<file path="config.mk">
export PLATFORM = sky130hd
export DESIGN_NAME = sssp_alu
export DESIGN_NICKNAME = d
export VERILOG_FILES = /design/src/rtl/core/single_source_shortest_path_macros.svh /design/src/rtl/core/sssp_pkg.sv /design/src/rtl/core/sssp_alu.sv
export SDC_FILE = /design/constraint.sdc
export NUM_CORES = 1
export LEC_CHECK = 0
export ABC_AREA = 1
export BUFFER_PORTS_ARGS = -buffer_cell sky130_fd_sc_hd__buf_4
export CORE_UTILIZATION = 45
export DETAILED_ROUTE_END_ITERATION = 7
export PLACE_DENSITY = 0.75
export SKIP_LAST_GASP = 1
export SYNTH_ARGS = -nofsm -noshare
export SYNTH_HDL_FRONTEND = slang
export SYNTH_SLANG_ARGS = --single-unit
</file>
<file path="constraint.sdc">
create_clock -name vclk -period 3.1
set_clock_uncertainty 0.1 [all_clocks]
set_input_delay 0.62 -clock vclk [all_inputs]
set_output_delay 0.62 -clock vclk [all_outputs]
set_load 0.03 [all_outputs]
</file>
<file path="src/rtl/core/single_source_shortest_path_macros.svh">
// Assertion macros for the shortest path block.
// Used by the top level only; no other dependencies.
`ifndef SINGLE_SOURCE_SHORTEST_PATH_MACROS_SVH
`define SINGLE_SOURCE_SHORTEST_PATH_MACROS_SVH
`ifndef SYNTHESIS
// same-cycle implication
`define SSSP_ASSERT_HOLDS(lbl, clk, rst, ante, cons) \
   lbl: assert property (@(posedge clk) disable iff (rst) (ante) |-> (cons)) \
      else $error("sssp check failed");
// next-cycle implication
`define SSSP_ASSERT_NEXT(lbl, clk, rst, ante, cons) \
   lbl: assert property (@(posedge clk) disable iff (rst) (ante) |=> (cons)) \
      else $error("sssp check failed");
`else
`define SSSP_ASSERT_HOLDS(lbl, clk, rst, ante, cons)
`define SSSP_ASSERT_NEXT(lbl, clk, rst, ante, cons)
`endif
`endif

</file>
<file path="src/rtl/core/sssp_pkg.sv">
// Shared types and constants for the shortest path block.
// No dependencies; imported by every module of the block.
package sssp_pkg;

   localparam int MAX_VERTICES_DEF = 64;
   localparam int MAX_EDGES_DEF    = 256;
   localparam int WEIGHT_BITS_DEF  = 16;

   localparam int VERTEX_BITS    = 6;
   localparam int WEIGHT_IN_BITS = 16;
   localparam int DIST_BITS      = 22;
   localparam int CFG_COUNT_BITS = 7;
   localparam int CSR_DATA_BITS  = 7;

   typedef enum logic [0:0] {
      CSR_VERTEX_COUNT  = 1'b0,
      CSR_SOURCE_VERTEX = 1'b1
   } csr_index_type;

   typedef struct packed {
      logic [VERTEX_BITS-1:0]    edge_from;
      logic [VERTEX_BITS-1:0]    edge_to;
      logic [WEIGHT_IN_BITS-1:0] edge_weight;
      logic                      has_edge;
      logic                      last_edge;
   } req_type;

   typedef struct packed {
      logic [VERTEX_BITS-1:0] vertex_index;
      logic [DIST_BITS-1:0]   path_distance;
      logic [VERTEX_BITS-1:0] predecessor;
      logic                   has_predecessor;
      logic                   reachable;
      logic                   edges_dropped;
      logic                   last_result;
   } rsp_type;

   typedef enum logic [0:0] {
      ALU_ADD_SAT = 1'b0,
      ALU_LESS    = 1'b1
   } alu_op_type;

   typedef struct packed {
      alu_op_type           op;
      logic [DIST_BITS-1:0] opa;
      logic [DIST_BITS-1:0] opb;
   } alu_req_type;

   typedef struct packed {
      logic [DIST_BITS-1:0] sum;
      logic                 less;
   } alu_rsp_type;

endpackage

</file>
<file path="src/rtl/core/sssp_alu.sv">
// Shared distance unit: saturating add or less-than compare.
// Depends on sssp_pkg.
module sssp_alu
   import sssp_pkg::*;
(
   input  alu_req_type req,
   output alu_rsp_type rsp
);

   logic [DIST_BITS:0] wide_sum;

   always_comb begin
      wide_sum = {1'b0, req.opa} + {1'b0, req.opb};
      rsp.sum  = '0;
      rsp.less = 1'b0;
      unique case (req.op)
         ALU_ADD_SAT: begin
            // carry out means the sum passed the largest distance
            rsp.sum = wide_sum[DIST_BITS] ? '1 : wide_sum[DIST_BITS-1:0];
         end
         ALU_LESS: begin
            rsp.less = req.opa < req.opb;
         end
         default: begin
            rsp.sum  = '0;
            rsp.less = 1'b0;
         end
      endcase
   end

endmodule

</file>
After elaboration in Yosys (flattened, before gate mapping):

Index checks and enable logic that the tools add are counted.

* flip-flop bits (word level): 0
* logic and storage cells: 5
* bits in latches: 0
* ROM bits: 0
* bits in writable memories: 0
* memories kept: 0

* $lt $le $gt $ge: 1
* shifts and indexed selects: 0
* add/sub/neg operators: 1
* equal/unequal tests: 0
* reductions and logical operators: 0
* multiply operators: 0
* div/mod/pow operators: 0
* bitwise logic cells: 0
* multiplexer cells: 3

Operators with widths (count)
* 22-bit two-way mux: 2
* 22-bit by 22-bit adder with 23-bit output: 1
* 22-bit less-than comparator: 1
* 1-bit two-way mux: 1

Longest topological paths before layout:

* word-level depth: 3
* gate-level depth with buffers: 15

Worst setup path before layout:

OpenSTA, ideal clock, no wires.

* kind: input to output
* start: input port req[0] (netlist name)
* end: output port rsp[11] (netlist name)
* slack: 256 ps
* arrival time: 2124 ps
* stages on the path: 10
* data required time: 2380 ps
* path through: ha_1 fa_1 nand2_1 nand2_1 nand3_1 nand2_1 nand2_1 nand2_1 xor2_1 a21oi_2

RTL lines
* start, declared: line sssp_alu.sv:6 `input alu_req_type req,`
* end, declared: line sssp_alu.sv:7 `output alu_rsp_type rsp`

==> reports/summary.md <==
The number of sequential cells is 0. The die is 72.9 um wide. The logs give 0 for the yosys synthesis warning count and 404 for the cell count after synthesis.

The final non-filler cell total is 544, and the via count of the first global-routing pass is 2394. The class of the most critical setup path was input pin to output port. After synthesis, the largest area contributor takes up 24.3% of total cell area.

The die is 72.9 um tall. For this design the ratio of total power to cell area is 213 nW/um^2. The tools report the post-route standard cell area excluding fillers as 3010 um^2. The worst pin sits at a relative slew slack of 76.1%.

At the worst endpoint, the required time is 2380 ps. In the routed layout, each cell is associated on average with a via count of 4.87. The logs give 0.00178 uW for the leakage power of the design and 325 MHz for the highest attainable clock frequency. Combinational logic is responsible for 100.0% of the overall power. The HPWL after detailed placement is 5460 um.

The worst min-delay path class is input pin to output port. The floorplan step defined a die boundary enclosing 5320 um^2. The tools report the number of instances in the placed design as 544. The final layout contains 569 nets. In the global route stage, overall resource usage came out at 24.3%. Of the total power, registers draw 0%. The repair_antennas step left the layout with diodes totalling 0. The logs give 0 for the total congestion overflow after global routing and 0 for the number of buffers added to fix hold violations after cts.

68 I/O pins were placed. The run gives 31 as the count of distinct cell types in the synthesized netlist. The smallest clock period supported by the final layout is computed as 3070 ps. Total area of sequential cells: 0 um^2. The first global-routing pass estimated 10400 um of wire. The wire length per cell after detailed routing was 11.6 um; the number of failing hold endpoints at the final stage was 0. Of the cells placed in the final design, the portion with a size suffix greater than 1 is 28.9%. Dividing the synthesized area by the synthesized cell count gives 5.61 um^2. Number of clock buffers in the layout: 0.

The leading cell type by number of instances after synthesis was sky130_fd_sc_hd__nand2_1. The transition time of the tightest slew-check pin is 359 ps, and the number of setup violations in the final report is 0. In this run the standard cell core region covers 4790 um^2.

The worst setup path is captured at an output port. During placement, the flow inserted port buffers numbering 68. The area growth from synthesis to layout is 33.1%. The logs give 0 for the number of maximum-capacitance constraint violations and 2350 ps for the critical path arrival. VDD sags by at most 0.000135 V.

Library cell occupying the most area in the post-synthesis netlist: sky130_fd_sc_hd__ha_1. Summed over all nets, the switching power comes to 388 uW. For this configuration, the core starts out at a cell density of 47.3%.

Counting instances in the post-synthesis netlist gives the leading cell types as sky130_fd_sc_hd__nand2_1 (106), sky130_fd_sc_hd__inv_1 (91), sky130_fd_sc_hd__ha_1 (44). STA classifies the critical path startpoint as an input pin. Sequential elements use 0% of the synthesized area.

After detailed routing, the total wire length is 6320 um. Measured on the finished design, the core utilization comes to 63.0%. The count of unresolved DRC violations after routing was 0; the part of the cycle the worst path needs was 99.1%. The part of the power in the clock network is 0%, and the post-place instance area is 2900 um^2. For the number of antenna violations at the first check in global routing, the log shows 0.

For the number of pins exceeding their max-slew limit in the final report, the log shows 0. In this run the remaining antenna-violating nets after routing total 0. The via count was 2648.

In this run switching power makes up 60.6% of total power. When the netlist entered floorplanning its net count stood at 494. Setup repair after global routing could not meet its margin everywhere. For the number of rows created at floorplan, the log shows 25. The run finished with clean final reports. The mapped netlist covers 2260 um^2. Internal power comes to 253 uW. Once the clock tree was built, the setup fixing pass inserted 0 buffers.

After synthesis, the cell types taking the most area are sky130_fd_sc_hd__ha_1 (24%), sky130_fd_sc_hd__nand2_1 (18%), sky130_fd_sc_hd__inv_1 (15%), sky130_fd_sc_hd__nor2_1 (5.6%), sky130_fd_sc_hd__a21oi_1 (5.5%). After the first detailed-routing iteration, the DRC count stood at 85. The first detailed-routing pass ran for 4 iterations. Routability-driven placement finished with a final weighted congestion of 0.916. The largest driver fanout on the critical path was 8. Entering global routing, the biggest net connects 14 pins.
[placed cells by master (no fill, tap or decap), types with 2 or more instances in the layout]
cell,n
sky130_fd_sc_hd__nand2_2,11
sky130_fd_sc_hd__a21oi_2,17
sky130_fd_sc_hd__nor2_1,32
sky130_fd_sc_hd__nor2_4,6
sky130_fd_sc_hd__o21ai_0,9
sky130_fd_sc_hd__xor2_1,11
sky130_fd_sc_hd__nand4_1,3
sky130_fd_sc_hd__buf_4,75
sky130_fd_sc_hd__ha_2,7
sky130_fd_sc_hd__nand3_1,19
sky130_fd_sc_hd__nand3_2,4
sky130_fd_sc_hd__nor3_1,3
sky130_fd_sc_hd__inv_2,6
sky130_fd_sc_hd__nand2_1,101
sky130_fd_sc_hd__nor2_2,5
sky130_fd_sc_hd__ha_1,36
sky130_fd_sc_hd__a21oi_1,20
sky130_fd_sc_hd__o21ai_1,2
sky130_fd_sc_hd__o21bai_1,7
sky130_fd_sc_hd__inv_1,89
[path summary, 6_finish.rpt]
kind / startpoint / end / slack, ps / cells past startpoint
hold / removal: req[44] / rsp[16] / 1550 / 3
setup / recovery: req[0] / rsp[13] / 30 / 13
[metal layers]
layer | share of wire (%) | track usage (%)
met1 | 47 | 33.5
met2 | 47 | 43.5
met3 | 4.5 | 0.138
met4 | 1.2 | 2.83
met5 | 0 | 0
[area by class of cell]
cell class	instances	area [um^2]
fillers	498	1770
inverters	97	372
repair buffers	77	594
multi-input cells	303	1960
well taps	67	83.8
[metrics by stage]
| step | setup TNS, ps | setup slack (ps) | power [uW] | hold WS, ps |
|---|---|---|---|---|
| 2_1_floorplan | 0 | 256 | 407 | 1370 |
| 3_3_place_gp | -36.9 | -7.74 | 600 | 1550 |
| 3_5_place_dp | -484 | -49.2 | 606 | 1550 |
| 4_1_cts | 0 | 0.0497 | 610 | 1550 |
| 5_1_grt | -671 | -80.9 | 706 | 1560 |
| 6_report | 0 | 27.7 | 641 | 1550 |
[cell families (layout without fill, tap and decap cells)]
family | count (synthesis) | in the layout | synth area share (%)
simple gates | 188 | 188 | 36.4
fa+ha+maj | 45 | 45 | 25.2
compound gates | 58 | 58 | 15.9
buf+inv | 101 | 174 | 17.8
xor+xnor | 12 | 12 | 4.64
[power by group through the flow]
stage / logic [uW] / registers (uW) / clock network, uW
2_1_floorplan: 407 / 0 / 0
3_3_place_gp: 600 / 0 / 0
3_5_place_dp: 606 / 0 / 0
4_1_cts: 610 / 0 / 0
5_1_grt: 706 / 0 / 0
6_report: 641 / 0 / 0
[critical path, stage by stage]
cell	delay [ps]
sky130_fd_sc_hd__buf_4	110
sky130_fd_sc_hd__ha_2	190
sky130_fd_sc_hd__fa_2	390
sky130_fd_sc_hd__nand2_2	100
sky130_fd_sc_hd__nand2_1	80
sky130_fd_sc_hd__nand3_2	90
sky130_fd_sc_hd__nand2_4	70
sky130_fd_sc_hd__nand3_2	80
sky130_fd_sc_hd__nand3_4	120
sky130_fd_sc_hd__inv_8	120
sky130_fd_sc_hd__buf_12	140
sky130_fd_sc_hd__a21oi_2	60
sky130_fd_sc_hd__buf_4	170
[timing repair]
| item | 4_1_cts | 5_1_grt |
|---|---|---|
| endpoints found under the setup margin | 17 | 21 |
| resized for setup | 2 | 32 |
| pin swaps | 0 | 6 |
Power figures use the tool's default switching activity.
