### src/rtl/core/single_source_shortest_path_macros.svh
// Assertion macros for the shortest path block.
// Used by the top level only; no other dependencies.
`ifndef SINGLE_SOURCE_SHORTEST_PATH_MACROS_SVH
`define SINGLE_SOURCE_SHORTEST_PATH_MACROS_SVH
`ifndef SYNTHESIS
// same-cycle implication
`define SSSP_ASSERT_HOLDS(lbl, clk, rst, ante, cons) \
   lbl: assert property (@(posedge clk) disable iff (rst) (ante) |-> (cons)) \
      else $error("sssp check failed");
// next-cycle implication
`define SSSP_ASSERT_NEXT(lbl, clk, rst, ante, cons) \
   lbl: assert property (@(posedge clk) disable iff (rst) (ante) |=> (cons)) \
      else $error("sssp check failed");
`else
`define SSSP_ASSERT_HOLDS(lbl, clk, rst, ante, cons)
`define SSSP_ASSERT_NEXT(lbl, clk, rst, ante, cons)
`endif
`endif

### src/rtl/core/sssp_pkg.sv
// Shared types and constants for the shortest path block.
// No dependencies; imported by every module of the block.
package sssp_pkg;

   localparam int MAX_VERTICES_DEF = 64;
   localparam int MAX_EDGES_DEF    = 256;
   localparam int WEIGHT_BITS_DEF  = 16;

   localparam int VERTEX_BITS    = 6;
   localparam int WEIGHT_IN_BITS = 16;
   localparam int DIST_BITS      = 22;
   localparam int CFG_COUNT_BITS = 7;
   localparam int CSR_DATA_BITS  = 7;

   typedef enum logic [0:0] {
      CSR_VERTEX_COUNT  = 1'b0,
      CSR_SOURCE_VERTEX = 1'b1
   } csr_index_type;

   typedef struct packed {
      logic [VERTEX_BITS-1:0]    edge_from;
      logic [VERTEX_BITS-1:0]    edge_to;
      logic [WEIGHT_IN_BITS-1:0] edge_weight;
      logic                      has_edge;
      logic                      last_edge;
   } req_type;

   typedef struct packed {
      logic [VERTEX_BITS-1:0] vertex_index;
      logic [DIST_BITS-1:0]   path_distance;
      logic [VERTEX_BITS-1:0] predecessor;
      logic                   has_predecessor;
      logic                   reachable;
      logic                   edges_dropped;
      logic                   last_result;
   } rsp_type;

   typedef enum logic [0:0] {
      ALU_ADD_SAT = 1'b0,
      ALU_LESS    = 1'b1
   } alu_op_type;

   typedef struct packed {
      alu_op_type           op;
      logic [DIST_BITS-1:0] opa;
      logic [DIST_BITS-1:0] opb;
   } alu_req_type;

   typedef struct packed {
      logic [DIST_BITS-1:0] sum;
      logic                 less;
   } alu_rsp_type;

endpackage

### src/rtl/core/sssp_vertex_table.sv
// Per-vertex distance and predecessor memory, registered read.
// Depends on sssp_pkg.
module sssp_vertex_table
   import sssp_pkg::*;
#(
   parameter  int VERTICES = MAX_VERTICES_DEF,
   localparam int AW       = $clog2(VERTICES)
) (
   input  logic                 clock,
   input  logic                 wr_en,
   input  logic [AW-1:0]        wr_addr,
   input  logic [DIST_BITS-1:0] wr_dist,
   input  logic [AW-1:0]        wr_pred,
   input  logic                 rd_en,
   input  logic [AW-1:0]        rd_addr,
   output logic [DIST_BITS-1:0] rd_dist,
   output logic [AW-1:0]        rd_pred
);

   logic [DIST_BITS-1:0] dist_mem [VERTICES];
   logic [AW-1:0]        pred_mem [VERTICES];
   logic [DIST_BITS-1:0] rd_dist_ff;
   logic [AW-1:0]        rd_pred_ff;

   always_ff @(posedge clock) begin
      if (wr_en) begin
         dist_mem[wr_addr] <= wr_dist;
         pred_mem[wr_addr] <= wr_pred;
      end
      if (rd_en) begin
         rd_dist_ff <= dist_mem[rd_addr];
         rd_pred_ff <= pred_mem[rd_addr];
      end
   end

   assign rd_dist = rd_dist_ff;
   assign rd_pred = rd_pred_ff;

endmodule

### config.mk
export PLATFORM = sky130hd
export DESIGN_NAME = sssp_vertex_table
export DESIGN_NICKNAME = d
export VERILOG_FILES = /design/src/rtl/core/single_source_shortest_path_macros.svh /design/src/rtl/core/sssp_pkg.sv /design/src/rtl/core/sssp_vertex_table.sv
export SDC_FILE = /design/constraint.sdc
export NUM_CORES = 1
export LEC_CHECK = 0
export BUFFER_PORTS_ARGS = -buffer_cell sky130_fd_sc_hd__buf_2
export CAP_MARGIN = 20
export CORE_ASPECT_RATIO = 0.9
export CORE_MARGIN = 1
export CORE_UTILIZATION = 40
export CTS_BUF_LIST = sky130_fd_sc_hd__clkbuf_16
export DETAILED_ROUTE_END_ITERATION = 8
export SLEW_MARGIN = 0
export SYNTH_ARGS = -nofsm -noshare
export SYNTH_HDL_FRONTEND = slang
export SYNTH_SLANG_ARGS = --single-unit
### constraint.sdc
create_clock -name clock -period 5 [get_ports clock]
set_clock_uncertainty 0.05 [all_clocks]
set_input_delay 1 -clock clock [delete_from_list [all_inputs] [get_ports clock]]
set_output_delay 1 -clock clock [all_outputs]
set_load 0.02 [all_outputs]
# [Yosys cells after proc, flatten, opt, wreduce, memory -nomap -nowiden]
# Memories as Yosys holds them, arrays and structs flattened. A register that Yosys moved wholly into a read port is not among the register bits.
# Index checks and enable logic that the tools add are counted.
[totals] regBits=0 ramBits=1792 in_bits=43 out_inout_bits=28 mem_count=2
[mem_list] name="dist_mem" words=64 width=22 read_ports=1 rd_clocked_by_memory_dff=1 write_ports=1 line="sssp_vertex_table.sv:20" rtl="logic [DIST_BITS-1:0] dist_mem [VERTICES];"
[mem_list] name="pred_mem" words=64 width=6 read_ports=1 rd_clocked_by_memory_dff=1 write_ports=1 line="sssp_vertex_table.sv:21" rtl="logic [AW-1:0] pred_mem [VERTICES];"
[op_classes] muxes=2
[ops] operator="1-bit 2-to-1 mux" count=2

# [Depth between registers and ports, before layout]
[depth] ltp_word=2 depth_mapped=10

# [Worst setup path after synthesis]
# No wires, ideal clock.
[synth_timing] path_kind="input to register" from="in wr_addr[5]" to="mem dist_mem[32][0] (enable)" arrival_time_ns=3.016 required_ns=4.537 path_slack_ns=1.521 cell_stages=4 n_path_buf=2 cell_sequence="clkbuf_1 -> or3b_2 -> clkbuf_1 -> nor2_1"
[synth_lines] element="start: declaration" line="sssp_vertex_table.sv:11" rtl="input logic [AW-1:0] wr_addr,"
[synth_lines] element="end: declaration" line="sssp_vertex_table.sv:20"
# Straight into the memory's write port.

==> results.sh <==
export IMPL_tightestPinTransition_ns=1.16
export IMPL_firstDrtPassIters=5
export IMPL_timing_worst_setup_path_type="in -> reg"
export IMPL_placeable_area_sq_um=172000
export IMPL_pwr_share_comb_pct=5.1
export IMPL_synthesis_area_sq_um=69400
export IMPL_row_count=144
export IMPL_number_of_buffers_inserted_during_clock_tree_synthesis=174
export IMPL_largest_net_degree_at_the_start_of_global_routing=78
export IMPL_power_per_cell_area_nw_per_um2=394
export IMPL_die_h_microns=397
export IMPL_power_net_switching_w=0.00667
export IMPL_total_buffers_and_inverters_traversed_by_the_critical_path=3
export IMPL_htree_levels=4
export IMPL_ant_nets=0
export IMPL_finalHoldViolCount=0
export IMPL_max_slew_violations=0
export IMPL_post_cts_buffers=0
export IMPL_cap_violations=0
export IMPL_yosysTopAreaCell="sky130_fd_sc_hd__edfxtp_1"
export IMPL_period_needed_ns=3.54
export IMPL_arrival_ns=4.17
export IMPL_dr_total_vias=33178
export IMPL_fin_nets=3375
export IMPL_ctsHoldBuffers=0
export IMPL_buffer_ports_inserted=70
export IMPL_synth_cells_most_frequent="sky130_fd_sc_hd__edfxtp_1, sky130_fd_sc_hd__mux4_2, sky130_fd_sc_hd__mux2i_1"
export IMPL_clock_fmax_mhz=282
export IMPL_critPathRequiredTime_ns=5.63
export IMPL_crit_path_max_fanout=75
export IMPL_leakage_nw=25.2
export IMPL_setup_viol_count_final=0
export IMPL_initial_utilization_pct=40.4
export IMPL_clock_tree_from_tritoncts="built"
export IMPL_min_path_type="in -> reg"
export IMPL_crit_chain="buf_8 -> buf_4 -> mux4_2 -> o22a_1 -> o21ai_0 -> o31ai_1 -> buf_4 -> and3_1"
export IMPL_post_cts_resized_instances=0
export IMPL_detail_route_wl_per_cell_microns=30.8
export IMPL_synthCells=3085
export IMPL_p_seq_share_pct=54.2
export IMPL_most_used_cell_cp="sky130_fd_sc_hd__buf_4"
export IMPL_period_share_pct=70.8
export IMPL_clkLatencyLatePin_ns=0.82
export IMPL_syn_num_nets=3128
export IMPL_yosysSeqAreaShare_pct=78.8
export IMPL_grt_overflow_total=0
export IMPL_power_frac_clock_pct=40.7
export IMPL_synthDominantCellAreaShare_pct=78.8
export IMPL_met3WireLength_microns=13100
export IMPL_initial_antenna_violation_count=31
export IMPL_grt_setup_unrepaired="false"
export IMPL_yosys_warnings=0
export IMPL_syn_area_per_cell_sq_um=22.5
export IMPL_area_delta_synth_final_pct=14.6
export IMPL_worst_ir_drop_vdd_v=0.000271
export IMPL_ys_seq_elements=1820
export IMPL_met2WireLength_microns=85400
export IMPL_final_layout_size_suffix_gt1_share_pct=27.4
export IMPL_detailed_place_hpwl_microns=104000
export IMPL_viasPerCell=5.77
export IMPL_finalWeightedCongestion=0.812
export IMPL_drt_wl_total_microns=177000
export IMPL_grt_first_pass_wirelength_microns=250000
export IMPL_crit_path_end_kind="register"
export IMPL_num_io_pins=71
export IMPL_outcome="finished clean"
export IMPL_num_fill_cells=14133
export IMPL_cell_internal_power_w=0.0247
export IMPL_clk_pin_slew_worst_paths_ns=0.06
export IMPL_path_delay_family="buffers and inverters"
export IMPL_die_area_sq_um=175000
export IMPL_clk_path_buf_depth=3
export IMPL_max_stage_delay_ns=0.94
export IMPL_met1_length_microns=74200
export IMPL_first_global_vias=32817
export IMPL_start_kind="input port"
export IMPL_root_buffer="sky130_fd_sc_hd__clkbuf_16"
export IMPL_route_detailed_drc=0
export IMPL_netSwitchingFraction_pct=21.3
export IMPL_yosysUniqueCellTypes=34
export IMPL_fin_tns_setup_ns=0
export IMPL_headroom_to_the_max_slew_limit_pct=22.1
export IMPL_count_leader_synth="sky130_fd_sc_hd__edfxtp_1"
export IMPL_synthTopCellsByArea="sky130_fd_sc_hd__edfxtp_1, sky130_fd_sc_hd__mux4_2, sky130_fd_sc_hd__mux2i_1"
export IMPL_placedCellCount=5408
export IMPL_instances_no_fill=5747
export IMPL_synth_ff_type="sky130_fd_sc_hd__edfxtp_1"
export IMPL_async_flop_share_pct=0
export IMPL_count_of_clock_tree_sinks=1820
export IMPL_synth_enable_flop_cells=1820
export IMPL_chipWidth_microns=441
export IMPL_drt_iter0_drc=3487
export IMPL_grt_usage_pct=20.3
export IMPL_crit_path_top_delay_cell="sky130_fd_sc_hd__o31ai_1"
export IMPL_dr_max_layer_used="met5"
## worst paths after layout
check	start	end	slack (ns)	cells past startpoint
hold / removal	wr_dist[10]	dist_mem[53][10]	0.54	1
hold reg to reg	pred_mem[26][0]	rd_pred[0]	0.86	5
setup reg to reg	dist_mem[39][15]	rd_dist[15]	2.45	6
setup / recovery	rd_addr[2]	rd_dist[15]	1.46	8
## routing by layer
| metal | vias up | GRT usage [%] |
|---|---|---|
| met3 | 269 | 3.42 |
| met5 | - | 0 |
| met4 | 16 | 5.83 |
| met2 | 1375 | 32.4 |
| met1 | 17838 | 28.6 |
| li1 | 13680 | - |
## cell usage in the layout (no fill, tap or decap), drive strengths merged, types with 2 or more instances in the layout
master,count
and3,21
or2,4
a211oi,11
clkinvlp,4
clkinv,72
bufinv,13
buf,247
o21ai,63
nand3b,6
nor3,6
a22o,6
o211ai,2
nand3,7
a221oi,8
mux2,23
nand2,7
clkbuf,180
nor2,81
mux2i,243
o31ai,21
edfxtp,1820
diode,8
a31oi,43
mux4,368
nor2b,5
o22a,21
o22ai,50
inv,52
a22oi,84
or3b,3
## state kept, by name, summed over array words and instances (netlist names)
register and cells:
dist_mem 1408, pred_mem 384, rd_dist 22, rd_pred 6
## logic make-up (layout without fill, tap and decap cells)
family          after synthesis  count (layout)  synth area share [%]
other cells                   0               8                     0
buf+inv                     177             568                  1.37
compound gates              309             309                  3.01
flops                      1820            1820                  78.8
simple gates                145             145                 0.990
mux                         634             634                  15.8
## final cells by class
| class | count | area, sq um | area share [%] |
|---|---|---|---|
| Sequential cell | 1820 | 54700 | 68.8 |
| Timing Repair Buffer | 247 | 2220 | 2.80 |
| Clock inverter | 140 | 973 | 1.22 |
| Antenna cell | 8 | 20.0 | 0.0252 |
| Inverter | 1 | 3.75 | 0.00472 |
| Multi-Input combinational cell | 1088 | 14300 | 18.0 |
| Clock buffer | 180 | 4500 | 5.67 |
| Tap cell | 2263 | 2830 | 3.56 |
## power by group through the flow
stage | combinational, W | clock [W] | sequential [W]
after floorplan | 0.000808 | 0 | 0.0173
after global placement | 0.00159 | 0 | 0.0173
after detailed placement | 0.00161 | 0 | 0.0173
after CTS | 0.00161 | 0.0129 | 0.0170
after global routing | 0.00169 | 0.0135 | 0.0170
final | 0.00160 | 0.0128 | 0.0170
## metrics by stage
stage / util (%) / instance area, sq um / worst slack (ns) / power, W / hold slack, ns
CTS: 46.1 / 79200 / 1.53 / 0.0315 / 0.475
global placement: 42.8 / 73500 / 0.669 / 0.0189 / 0.855
detailed placement: 43.0 / 73800 / 0.656 / 0.0189 / 0.853
finish: 46.3 / 79500 / 1.46 / 0.0313 / 0.539
floorplan: - / 69400 / 1.52 / 0.0181 / 0.803
global route: 46.3 / 79500 / 1.30 / 0.0321 / 0.510
Power figures use the tool's default switching activity.
